$ cat src/sv/psf_pkg.sv
// Shared types and constants for the planar span fill core.
// No dependencies.
`default_nettype none
package psf_pkg;

    localparam logic [7:0] FULL_MASK = 8'hff;
    localparam logic [6:0] CNT_MAX   = 7'd127;

    // piece slots in a span descriptor
    localparam int PC_LEAD  = 0;
    localparam int PC_MID   = 1;
    localparam int PC_TRAIL = 2;

    typedef struct packed {
        logic [2:0]  pend;
        logic [3:0]  color;
        logic [15:0] lead_off;
        logic [7:0]  lead_mask;
        logic [15:0] mid_off;
        logic [6:0]  mid_cnt;
        logic [7:0]  mid_mask;
        logic [15:0] trail_off;
        logic [7:0]  trail_mask;
    } t_desc;

    typedef struct packed {
        logic [15:0] off;
        logic [6:0]  cnt;
        logic [7:0]  mask;
        logic [3:0]  color;
        logic        last;
    } t_cmd;

endpackage
`default_nettype wire

$ cat src/sv/psf_fifo.sv
// Small register FIFO used between front and back and at the output.
// Depends on nothing; DEPTH must be a power of two, at least 2.
`default_nettype none
module psf_fifo #(
    parameter int WIDTH = 8,
    parameter int DEPTH = 2
) (
    input  wire logic             i_clk,
    input  wire logic             i_rst_n,
    input  wire logic             i_push,
    input  wire logic [WIDTH-1:0] i_data,
    output logic                  o_full,
    input  wire logic             i_pop,
    output logic [WIDTH-1:0]      o_data,
    output logic                  o_empty
);
    localparam int PW = $clog2(DEPTH);
    localparam int CW = $clog2(DEPTH + 1);

    logic [WIDTH-1:0] r_mem [DEPTH];
    logic [PW-1:0]    r_wp, r_rp;
    logic [CW-1:0]    r_cnt;
    logic             w_wr, w_rd;

    assign o_full  = (r_cnt == CW'(DEPTH));
    assign o_empty = (r_cnt == '0);
    assign w_wr    = i_push && !o_full;
    assign w_rd    = i_pop && !o_empty;
    assign o_data  = r_mem[r_rp];

    always_ff @(posedge i_clk) begin
        if (w_wr) begin
            r_mem[r_wp] <= i_data;
        end
    end

    always_ff @(posedge i_clk) begin
        if (!i_rst_n) begin
            r_wp  <= '0;
            r_rp  <= '0;
            r_cnt <= '0;
        end else begin
            if (w_wr) begin
                r_wp <= r_wp + PW'(1);
            end
            if (w_rd) begin
                r_rp <= r_rp + PW'(1);
            end
            if (w_wr && !w_rd) begin
                r_cnt <= r_cnt + CW'(1);
            end else if (w_rd && !w_wr) begin
                r_cnt <= r_cnt - CW'(1);
            end
        end
    end
endmodule
`default_nettype wire

$ cat src/sv/psf_front.sv
// Front end: holds the pattern register, orders the span ends and splits
// the span into lead, middle and trail pieces. Uses psf_pkg.
`default_nettype none
module psf_front #(
    parameter int ROW_BYTES = 80
) (
    input  wire logic          i_clk,
    input  wire logic          i_rst_n,
    input  wire logic          i_cfg_we,
    input  wire logic [63:0]   i_cfg_data,
    input  wire logic          i_push,
    input  wire logic          i_full,
    input  wire logic [9:0]    i_x_start,
    input  wire logic [9:0]    i_x_end,
    input  wire logic [8:0]    i_row,
    input  wire logic [3:0]    i_fill_color,
    input  wire logic          i_use_pattern,
    output logic               o_push,
    output psf_pkg::t_desc     o_desc
);
    import psf_pkg::*;

    localparam int RB_W = $clog2(ROW_BYTES + 1);

    logic [63:0]       r_pattern;
    logic [9:0]        w_xa, w_xb;
    logic [6:0]        w_first, w_final;
    logic [2:0]        w_s, w_e;
    logic [7:0]        w_pat, w_lm, w_tm, w_cnt;
    logic [9+RB_W-1:0] w_prod;
    logic [31:0]       w_prod_ext;
    logic [15:0]       w_base;
    logic              w_lead, w_trail;

    always_ff @(posedge i_clk) begin
        if (!i_rst_n) begin
            r_pattern <= '1;
        end else if (i_cfg_we) begin
            r_pattern <= i_cfg_data;
        end
    end

    always_comb begin
        if (i_x_start > i_x_end) begin
            w_xa = i_x_end;
            w_xb = i_x_start;
        end else begin
            w_xa = i_x_start;
            w_xb = i_x_end;
        end
        w_first    = w_xa[9:3];
        w_final    = w_xb[9:3];
        w_s        = w_xa[2:0];
        w_e        = w_xb[2:0];
        w_pat      = i_use_pattern ? r_pattern[{i_row[2:0], 3'b000} +: 8] : FULL_MASK;
        w_prod     = (9+RB_W)'(i_row) * (9+RB_W)'(ROW_BYTES);
        w_prod_ext = 32'(w_prod);
        w_base     = w_prod_ext[15:0];
        w_lm       = FULL_MASK >> w_s;
        w_tm       = FULL_MASK << (3'd7 - w_e);
        w_lead     = (w_s != 3'd0);
        w_trail    = (w_e != 3'd7);
        w_cnt      = {1'b0, w_final} - {1'b0, w_first} + 8'd1
                     - {7'b0, w_lead} - {7'b0, w_trail};

        o_desc.color      = i_fill_color;
        o_desc.lead_off   = w_base + {9'b0, w_first};
        o_desc.mid_off    = w_base + {9'b0, w_first} + {15'b0, w_lead};
        o_desc.mid_cnt    = w_cnt[7] ? CNT_MAX : w_cnt[6:0];
        o_desc.mid_mask   = w_pat;
        o_desc.trail_off  = w_base + {9'b0, w_final};
        o_desc.trail_mask = w_tm & w_pat;
        if (w_first == w_final) begin
            o_desc.pend      = 3'b001;
            o_desc.lead_mask = w_lm & w_tm & w_pat;
        end else begin
            o_desc.pend[PC_LEAD]  = w_lead;
            o_desc.pend[PC_MID]   = (w_cnt != 8'd0);
            o_desc.pend[PC_TRAIL] = w_trail;
            o_desc.lead_mask      = w_lm & w_pat;
        end
    end

    assign o_push = i_push && !i_full;
endmodule
`default_nettype wire

$ cat src/sv/psf_back.sv
// Back end: takes span descriptors and issues one write command per cycle while
// the command queue has room. Uses psf_pkg.
`default_nettype none
module psf_back (
    input  wire logic          i_clk,
    input  wire logic          i_rst_n,
    input  wire psf_pkg::t_desc i_desc,
    input  wire logic          i_desc_empty,
    output logic               o_desc_pop,
    output psf_pkg::t_cmd      o_cmd,
    output logic               o_cmd_push,
    input  wire logic          i_cmd_full
);
    import psf_pkg::*;

    t_desc      r_cur;
    logic [2:0] r_pend;
    logic [2:0] w_rest;
    logic       w_have, w_emit, w_load;

    always_comb begin
        w_rest      = r_pend;
        o_cmd.color = r_cur.color;
        priority if (r_pend[PC_LEAD]) begin
            w_rest[PC_LEAD] = 1'b0;
            o_cmd.off       = r_cur.lead_off;
            o_cmd.cnt       = 7'd1;
            o_cmd.mask      = r_cur.lead_mask;
        end else if (r_pend[PC_MID]) begin
            w_rest[PC_MID] = 1'b0;
            o_cmd.off      = r_cur.mid_off;
            o_cmd.cnt      = r_cur.mid_cnt;
            o_cmd.mask     = r_cur.mid_mask;
        end else begin
            w_rest[PC_TRAIL] = 1'b0;
            o_cmd.off        = r_cur.trail_off;
            o_cmd.cnt        = 7'd1;
            o_cmd.mask       = r_cur.trail_mask;
        end
        o_cmd.last = (w_rest == 3'b000);
        w_have     = (r_pend != 3'b000);
        w_emit     = w_have && !i_cmd_full;
        w_load     = !i_desc_empty && (!w_have || (w_emit && o_cmd.last));
    end

    assign o_cmd_push = w_emit;
    assign o_desc_pop = w_load;

    always_ff @(posedge i_clk) begin
        if (w_load) begin
            r_cur <= i_desc;
        end
    end

    always_ff @(posedge i_clk) begin
        if (!i_rst_n) begin
            r_pend <= 3'b000;
        end else if (w_load) begin
            r_pend <= i_desc.pend;
        end else if (w_emit) begin
            r_pend <= w_rest;
        end
    end
endmodule
`default_nettype wire

$ cat src/sv/planar_span_fill_masks_core.sv
// Planar span fill core: one span request in, one to three write commands
// out (leading partial byte, full middle run, trailing partial byte). An
// accepted span is classified in the same cycle and queued; the back end
// issues one command word per cycle while the output queue has room, so the
// rate is set by that single command port. Spans are accepted back to back
// while the descriptor queue has room. The user must write the pattern register
// through i_cfg_we / i_cfg_data only while idle; the block does not enforce this.
// Depends on psf_pkg, psf_fifo, psf_front, psf_back.
`default_nettype none
module planar_span_fill_masks_core #(
    parameter int ROW_BYTES  = 80,
    parameter int DESC_DEPTH = 2
) (
    input  wire logic          i_clk,
    input  wire logic          i_rst_n,
    input  wire logic          i_cfg_we,
    input  wire logic [63:0]   i_cfg_data,
    input  wire logic          push,
    output logic               full,
    input  wire logic [9:0]    i_x_start,
    input  wire logic [9:0]    i_x_end,
    input  wire logic [8:0]    i_row,
    input  wire logic [3:0]    i_fill_color,
    input  wire logic          i_use_pattern,
    output logic               empty,
    input  wire logic          pop,
    output logic [15:0]        o_byte_offset,
    output logic [6:0]         o_byte_count,
    output logic [7:0]         o_pix_mask,
    output logic [3:0]         o_out_color,
    output logic               o_last
);
    import psf_pkg::*;

    localparam int DW = $bits(t_desc);
    localparam int CW = $bits(t_cmd);

    t_desc         w_fdesc, w_bdesc;
    t_cmd          w_cmd, w_out;
    logic [DW-1:0] w_bdesc_bits;
    logic [CW-1:0] w_out_bits;
    logic          w_dpush, w_dpop, w_dempty;
    logic          w_cpush, w_cfull;

    psf_front #(.ROW_BYTES(ROW_BYTES)) u_front (
        .i_clk         (i_clk),
        .i_rst_n       (i_rst_n),
        .i_cfg_we      (i_cfg_we),
        .i_cfg_data    (i_cfg_data),
        .i_push        (push),
        .i_full        (full),
        .i_x_start     (i_x_start),
        .i_x_end       (i_x_end),
        .i_row         (i_row),
        .i_fill_color  (i_fill_color),
        .i_use_pattern (i_use_pattern),
        .o_push        (w_dpush),
        .o_desc        (w_fdesc)
    );

    psf_fifo #(.WIDTH(DW), .DEPTH(DESC_DEPTH)) u_desc_q (
        .i_clk   (i_clk),
        .i_rst_n (i_rst_n),
        .i_push  (w_dpush),
        .i_data  (w_fdesc),
        .o_full  (full),
        .i_pop   (w_dpop),
        .o_data  (w_bdesc_bits),
        .o_empty (w_dempty)
    );

    assign w_bdesc = t_desc'(w_bdesc_bits);

    psf_back u_back (
        .i_clk        (i_clk),
        .i_rst_n      (i_rst_n),
        .i_desc       (w_bdesc),
        .i_desc_empty (w_dempty),
        .o_desc_pop   (w_dpop),
        .o_cmd        (w_cmd),
        .o_cmd_push   (w_cpush),
        .i_cmd_full   (w_cfull)
    );

    psf_fifo #(.WIDTH(CW), .DEPTH(2)) u_out_q (
        .i_clk   (i_clk),
        .i_rst_n (i_rst_n),
        .i_push  (w_cpush),
        .i_data  (w_cmd),
        .o_full  (w_cfull),
        .i_pop   (pop),
        .o_data  (w_out_bits),
        .o_empty (empty)
    );

    assign w_out         = t_cmd'(w_out_bits);
    assign o_byte_offset = w_out.off;
    assign o_byte_count  = w_out.cnt;
    assign o_pix_mask    = w_out.mask;
    assign o_out_color   = w_out.color;
    assign o_last        = w_out.last;
endmodule
`default_nettype wire

$ cat config.mk
export PLATFORM = sky130hd
export DESIGN_NAME = planar_span_fill_masks_core
export DESIGN_NICKNAME = d
export VERILOG_FILES = /design/src/sv/psf_pkg.sv /design/src/sv/psf_fifo.sv /design/src/sv/psf_front.sv /design/src/sv/psf_back.sv /design/src/sv/planar_span_fill_masks_core.sv
export SDC_FILE = /design/constraint.sdc
export NUM_CORES = 1
export LEC_CHECK = 0
export BUFFER_PORTS_ARGS = -buffer_cell sky130_fd_sc_hd__buf_2
export CAP_MARGIN = 20
export CELL_PAD_IN_SITES_DETAIL_PLACEMENT = 1
export CELL_PAD_IN_SITES_GLOBAL_PLACEMENT = 2
export CORE_ASPECT_RATIO = 0.75
export CORE_MARGIN = 2
export CORE_UTILIZATION = 46
export CTS_BUF_LIST = sky130_fd_sc_hd__clkbuf_8 sky130_fd_sc_hd__clkbuf_16
export DETAILED_ROUTE_END_ITERATION = 16
export PLACE_DENSITY = 0.81
export SKIP_CTS_REPAIR_TIMING = 1
export SYNTH_ARGS = -nofsm -noshare
export SYNTH_HDL_FRONTEND = slang
export SYNTH_SLANG_ARGS = --single-unit
$ cat constraint.sdc
create_clock -name i_clk -period 15.67 [get_ports i_clk]
set_input_delay 3.134 -clock i_clk [delete_from_list [all_inputs] [get_ports i_clk]]
set_output_delay 3.134 -clock i_clk [all_outputs]
set_load 0.005 [all_outputs]
==> impl_metrics.tcl, run 1 <==
set metrics [dict create \
    rsz0062_at_grt "no" \
    grt_max_degree 79 \
    antenna_found_initial 11 \
    wl_per_cell_um 20.79 \
    avgViaCountPerCell 5.316 \
    hold_viol 0 \
    fin_skew_ns 0.02242 \
    place.gp.congestion 0.7914 \
    r2r-end "u_back.r_cur[29]" \
    io_pins 141 \
    fmax_ghz 0.1135 \
    drtIter0Drc 538 \
    multiInputGateArea_um2 5857 \
    synth_edf_count 324 \
    grt_pass1_vias 10520 \
    hold_end "u_out_q.r_mem[1][3]" \
    r2r_slack_ns 12.96 \
    required_ns 15.92 \
    synth.top_cell.area_share_pct 55.60 \
    finalSetupViolCount 0 \
    reg2reg_depth 7 \
    dieHeight_um 172.9 \
    core_um2 37250 \
    clock-sinks 401 \
    setup_tns_ns 0 \
    synthesis.area_um2 17500 \
    syn_to_final_growth_pct 14.73 \
    seq_area_um2 11280 \
    synth.largest_area_cell "edfxtp_1" \
    cts_tree "built" \
    post_synth_main_area_contributors "edfxtp_1 (56%), dfxtp_1 (8.8%), mux2_2 (8.1%), mux2i_1 (5.8%), ha_1 (3.2%)" \
    end_kind "flip-flop" \
    start_util_pct 46.98 \
    maxSlewHeadroom_pct 26.84 \
    crit_type "in2reg" \
    power_mw 3.519 \
    cts.clk_slew.worst_paths_ns 0.07 \
    peakVddDrop_v 0.00008164 \
    dr.pass1.iters 5 \
    chipWidth_um 229.2 \
    nFillCells 3694 \
    placed_cell_area_um2 18700 \
    vias 10010 \
    cap_viol_max_count 0 \
    crit_slowest_cell "o41ai_1" \
    drc 0 \
    final_core_util_pct 53.90 \
    crit_fanout 50 \
    yosysWarnings 0 \
    path_buf_inv 5 \
    syn_avg_cell_area_um2 14.50 \
    io_buffers 140 \
    grt.overflow.total 0 \
    ys_seq_elements 401 \
    finalCriticalPeriod_ns 8.811 \
    p_per_area_nw_per_um2 175.3 \
    hold_path.class "reg2reg" \
    yosysSeqAreaShare_pct 64.41 \
    design_area_um2 20080 \
    drtAntennaViolNets 0 \
    placed_cells 1803 \
    grt_pass1_wl_mm 61.03 \
    rows 61 \
    wirelength_mm 39.16 \
    status "finished clean" \
    cpPeakStageDelay_ns 0.88 \
    synth_nets 1362 \
    critPathArrivalTime_ns 9.06 \
    ys.flop_type "edfxtp_1" \
    num-nets-final 1498 \
    path_cells "buf_2 > inv_1 > ha_1 > nand4_1 > nor4_2 > buf_4 > a41oi_1 > nand2_4 > o41ai_1 > fa_1 > inv_1 > fa_1 > fa_1 > inv_1 > ha_1 > a21oi_1 > nor2b_1 > o21ai_0 > nand2b_1 > a21oi_1 > xnor2_1 > xnor2_1 > a31oi_1" \
    grt.total_usage_pct 19.87 \
    slew_violations 0 \
    async_flop_share_pct 0 \
    p_leak_nw 7.394 \
    critPathTopFamily "compound AO/OA/AOI/OAI gates" \
    timing_worst_slew_pin_value_ns 1.097 \
    clk_path_buf_depth 3 \
    post-dp-hpwl_mm 25.51 \
    instances_no_fill 1883 \
    min_path_cells 0 \
    h-tree-depth 2 \
    root_buffer "clkbuf_16" \
    cts_made_buffers 40 \
    clk_latency_ns 0.55 \
    r2r-start "u_out_q.r_cnt[0]" \
    synth_cells 1207 \
    holdCritStartpoint "u_back.o_cmd[3]" \
    ys_types 61 \
    drive_above_1_share_pct 26.91 \
    startpoint_type "input pin" \
    min_period_over_period_pct 56.23 \
    die_area_um2 39630 \
]
## layer usage
layer  global-route usage [%]  vias up  part of all wire (%)  routed length, um
met5                        0        -                  0.16                 63
met4                    4.573       10                   1.8                693
met3                    4.700       66                   5.6               2186
met2                    31.44      206                    46              17880
met1                    27.94     4985                    47              18340
li1                         -     4743                     -                  -
## kinds of logic (layout without fill, tap and decap cells)
group,count (synthesis),in the layout,synth area share [%]
flip-flops,401,401,64.41
other,0,4,0
adder cells (fa/ha/maj),53,53,4.076
buffers and inverters,100,268,2.224
AND/OR/NAND/NOR,246,246,6.807
AO/OA/AOI/OAI,116,116,4.105
multiplexers,244,244,16.02
XOR/XNOR,47,47,2.353
## registers in the layout, indices dropped and copies added, names as in the netlist, named ones only
name,flops
u_front.r_pattern,64
u_out_q.r_cnt,2
u_out_q.r_mem,72
u_desc_q.r_rp,1
u_back.r_pend,3
u_back.r_cur,78
u_out_q.r_rp,1
u_out_q.r_wp,1
u_desc_q.r_mem,170
u_back.o_cmd,4
u_desc_q.r_cnt,2
u_desc_q.r_wp,1
## power breakdown
| part | switching, mW | leakage [nW] | total (mW) | internal, mW |
|---|---|---|---|---|
| registers | 0.104 | 3.62 | 1.69 | 1.58 |
| clock network | 0.408 | 0.681 | 0.964 | 0.555 |
| logic | 0.517 | 3.09 | 0.869 | 0.352 |
| total | 1.03 | 7.39 | 3.52 | 2.49 |
## synth_stat cells, types with 4 or more instances
| master | instances |
|---|---|
| edfxtp_1 | 324 |
| mux2_2 | 126 |
| nand2_1 | 115 |
| mux2i_1 | 101 |
| dfxtp_1 | 77 |
| ha_1 | 45 |
| inv_1 | 43 |
| o21ai_0 | 42 |
| clkbuf_1 | 36 |
| xnor2_1 | 34 |
| nor2_1 | 33 |
| a21oi_1 | 27 |
| and2_1 | 23 |
| mux4_2 | 16 |
| buf_1 | 15 |
| nand2b_1 | 14 |
| nor3_1 | 13 |
| xor2_1 | 13 |
| nand3_1 | 9 |
| nor2b_1 | 9 |
| a21o_1 | 7 |
| fa_1 | 7 |
| a31oi_1 | 6 |
| a211oi_1 | 5 |
| and3_1 | 5 |
| buf_2 | 5 |
| nand4_1 | 5 |
| o21a_1 | 4 |
| or3_1 | 4 |
## how the worst max path moves through the flow
stage               startpoint               endpoint  slack (ns)  depth (start not counted)
floorplan           i_x_end[9]  u_desc_q.r_mem[0][84]        7.70                         22
global placement    i_x_end[6]  u_desc_q.r_mem[0][84]        6.54                         23
detailed placement  i_x_end[6]  u_desc_q.r_mem[0][84]        6.32                         23
CTS                 i_x_end[6]  u_desc_q.r_mem[1][35]        6.87                         23
global route        i_x_end[6]  u_desc_q.r_mem[0][84]        6.41                         23
finish              i_x_end[6]  u_desc_q.r_mem[0][84]        6.86                         23
## placed cells by master, fill, tap and decap left out, types with 14 or more instances in the layout
cell and count:
clkbuf_16 41, and2_1 22, mux2i_1 101, a21oi_1 27, inv_1 49, ha_1 45, dfxtp_1 75, xnor2_1 34
nor2_1 32, nand2_1 115, mux2_2 126, edfxtp_1 324, buf_2 139, nand2b_1 14, mux4_2 16, o21ai_0 42
## through the flow
step | hold WS [ns] | setup WS, ns
floorplan | 0.4215 | 7.696
global placement | 0.4232 | 6.541
detailed placement | 0.4313 | 6.325
CTS | 0.4461 | 6.870
global route | 0.4580 | 6.413
finish | 0.4443 | 6.859
## cell type report
type / instances / share of cell area (%)
Clock inverter: 31 / 1.340
Tap cell: 504 / 3.141
Timing Repair Buffer: 151 / 4.076
Clock buffer: 43 / 5.248
Multi-Input combinational cell: 706 / 29.17
Inverter: 43 / 0.8040
Antenna cell: 4 / 0.04986
Sequential cell: 401 / 56.17
No activity file was read; power rests on OpenSTA's default activity.
==> inputs of run 2 (changes only) <==
Settings changed: CORE_UTILIZATION 46 to 39, PLACE_DENSITY 0.81 to 0.73.
Clock period 15.67 ns to 7.77 ns, I/O delays scaled along.
==> impl_metrics.tcl, run 2 (same netlist as run 1, synthesis figures left out) <==
set metrics [dict create \
    avgViaCountPerCell 5.010 \
    grt.overflow.total 0 \
    core_um2 44510 \
    cts_made_buffers 42 \
    required_ns 8.03 \
    grt_pass1_wl_mm 61.24 \
    reg2reg_depth 6 \
    crit_fanout 35 \
    cpPeakStageDelay_ns 0.55 \
    path_cells "buf_2 > inv_1 > ha_1 > nand4_1 > nor4_2 > buf_4 > a41oi_1 > nand2_4 > o41ai_1 > buf_4 > fa_1 > inv_1 > fa_1 > fa_1 > inv_1 > ha_1 > a21oi_1 > nor2b_1 > o21ai_0 > nand2b_1 > a21oi_1 > xnor2_1 > xnor2_1 > a31oi_1" \
    slew_violations 0 \
    start_util_pct 39.31 \
    drc 10 \
    drtAntennaViolNets 0 \
    hold_ws_ns 0.4444 \
    grt.total_usage_pct 16.99 \
    status "finished, violations left" \
    syn_to_final_growth_pct 15.09 \
    die_area_um2 46590 \
    finalCriticalPeriod_ns 6.636 \
    rows 67 \
    grt_max_degree 78 \
    startpoint_type "input pin" \
    instances_no_fill 1974 \
    p_leak_nw 7.383 \
    dieHeight_um 187.4 \
    r2r-start "u_out_q.r_cnt[0]" \
    fin_skew_ns 0.02174 \
    critPathArrivalTime_ns 6.90 \
    fmax_ghz 0.1507 \
    final_common_cell "edfxtp_1" \
    timing_worst_slew_pin_value_ns 1.086 \
    min_path_cells 0 \
    cap_viol_max_count 0 \
    setup_slack_ns 1.134 \
    hold_path.class "reg2reg" \
    finalSetupViolCount 0 \
    nFillCells 4480 \
    hold_end "u_out_q.r_mem[0][2]" \
    holdCritStartpoint "u_back.o_cmd[2]" \
    setup_tns_ns 0 \
    regMostFlops "u_desc_q.r_mem" \
    place.gp.congestion 0.8253 \
    hold_viol 0 \
    wl_per_cell_um 19.79 \
    num-nets-final 1500 \
    drtIter0Drc 596 \
    grt_pass1_vias 10390 \
    drive_above_1_share_pct 26.63 \
    design_area_um2 20140 \
    cts_tree "built" \
    pre_cts_ws_ns 0.6356 \
    cts.clk_slew.worst_paths_ns 0.06 \
    mostFrequentLayoutCells "edfxtp_1 (324), buf_2 (139), mux2_2 (126)" \
    antenna_found_initial 12 \
    placed_cells 1887 \
    min_period_over_period_pct 85.40 \
    io_buffers 140 \
    clk_path_buf_depth 3 \
    peakVddDrop_v 0.0002264 \
    clock-sinks 401 \
    violations "design-rule violations" \
    r2r_slack_ns 4.81 \
    largestRegisters "u_desc_q.r_mem (170), u_back.r_cur (78), u_out_q.r_mem (72)" \
    vias 9890 \
    placed_cell_area_um2 18810 \
    dr.pass1.iters 13 \
    p_per_area_nw_per_um2 348.2 \
    wirelength_mm 39.06 \
    root_buffer "clkbuf_16" \
    post-dp-hpwl_mm 26.04 \
    maxSlewHeadroom_pct 27.58 \
    rsz0062_at_grt "no" \
    largest_register_ffs 170 \
    h-tree-depth 2 \
    clk_latency_ns 0.56 \
    r2r-end "u_back.r_cur[49]" \
    io_pins 141 \
    chipWidth_um 248.6 \
    end_kind "flip-flop" \
    crit_type "in2reg" \
    crit_slowest_cell "xnor2_1" \
]
==> run 2: cell types whose count changed in the layout (fill, tap and decap cells not counted), sizes merged <==
cell      change
clkinvlp      -1
inv           +2
bufinv        -2
clkinv        +4
diode         +6
==> run 2: how the worst max path moves through the flow <==
stage,start,to,slack [ns],depth (start not counted)
finish,i_x_end[6],u_desc_q.r_mem[1][84],1.13,24
global placement,i_x_end[6],u_desc_q.r_mem[0][84],0.84,24
global route,i_x_end[6],u_desc_q.r_mem[0][84],0.67,22
CTS,i_x_end[6],u_desc_q.r_mem[0][84],1.16,24
detailed placement,i_x_end[6],u_desc_q.r_mem[0][84],0.64,24
floorplan,i_x_end[9],u_desc_q.r_mem[0][84],1.38,22
==> run 2: routing by layer <==
layer  up-vias  part of all wire, %  global-route usage, %
met5         -                 0.14                      0
met4         8                  1.7                  4.056
met3        60                  5.9                  4.745
met2       173                   44                  26.36
met1      4903                   48                  23.70
li1       4746                    -                      -
==> run 2: layout make-up <==
class,instances,area [um2],area share [%]
Multi-Input combinational cell,706,5857,29.08
Clock inverter,34,224.0,1.112
Antenna cell,10,25.02,0.1243
Sequential cell,401,11280,55.99
Tap cell,586,733.2,3.641
Timing Repair Buffer,151,785.8,3.902
Clock buffer,43,1076,5.343
Inverter,43,161.4,0.8015
==> run 2: per-stage QoR <==
| stage | util (%) | power [mW] |
|---|---|---|
| after floorplan | - | 4.548 |
| after global placement | 42.26 | 5.134 |
| after CTS | 45.18 | 7.127 |
| after global routing | 45.19 | 7.417 |
| final | 45.24 | 7.013 |
| after detailed placement | 42.26 | 5.204 |
==> run 2: critical path: cells and delay by family <==
family | cells | cell delay, ns
AO/OA/AOI/OAI | 6 | 1.65
XOR/XNOR | 2 | 0.64
adder cells (fa/ha/maj) | 5 | 1.61
buffers and inverters | 6 | 0.70
AND/OR/NAND/NOR | 5 | 0.73
==> run 2: power by group <==
part | switching (mW) | internal [mW] | total (mW)
Sequential | 0.204 | 3.19 | 3.40
Combinational | 1.03 | 0.689 | 1.72
Clock | 0.819 | 1.07 | 1.89
Total | 2.06 | 4.96 | 7.01
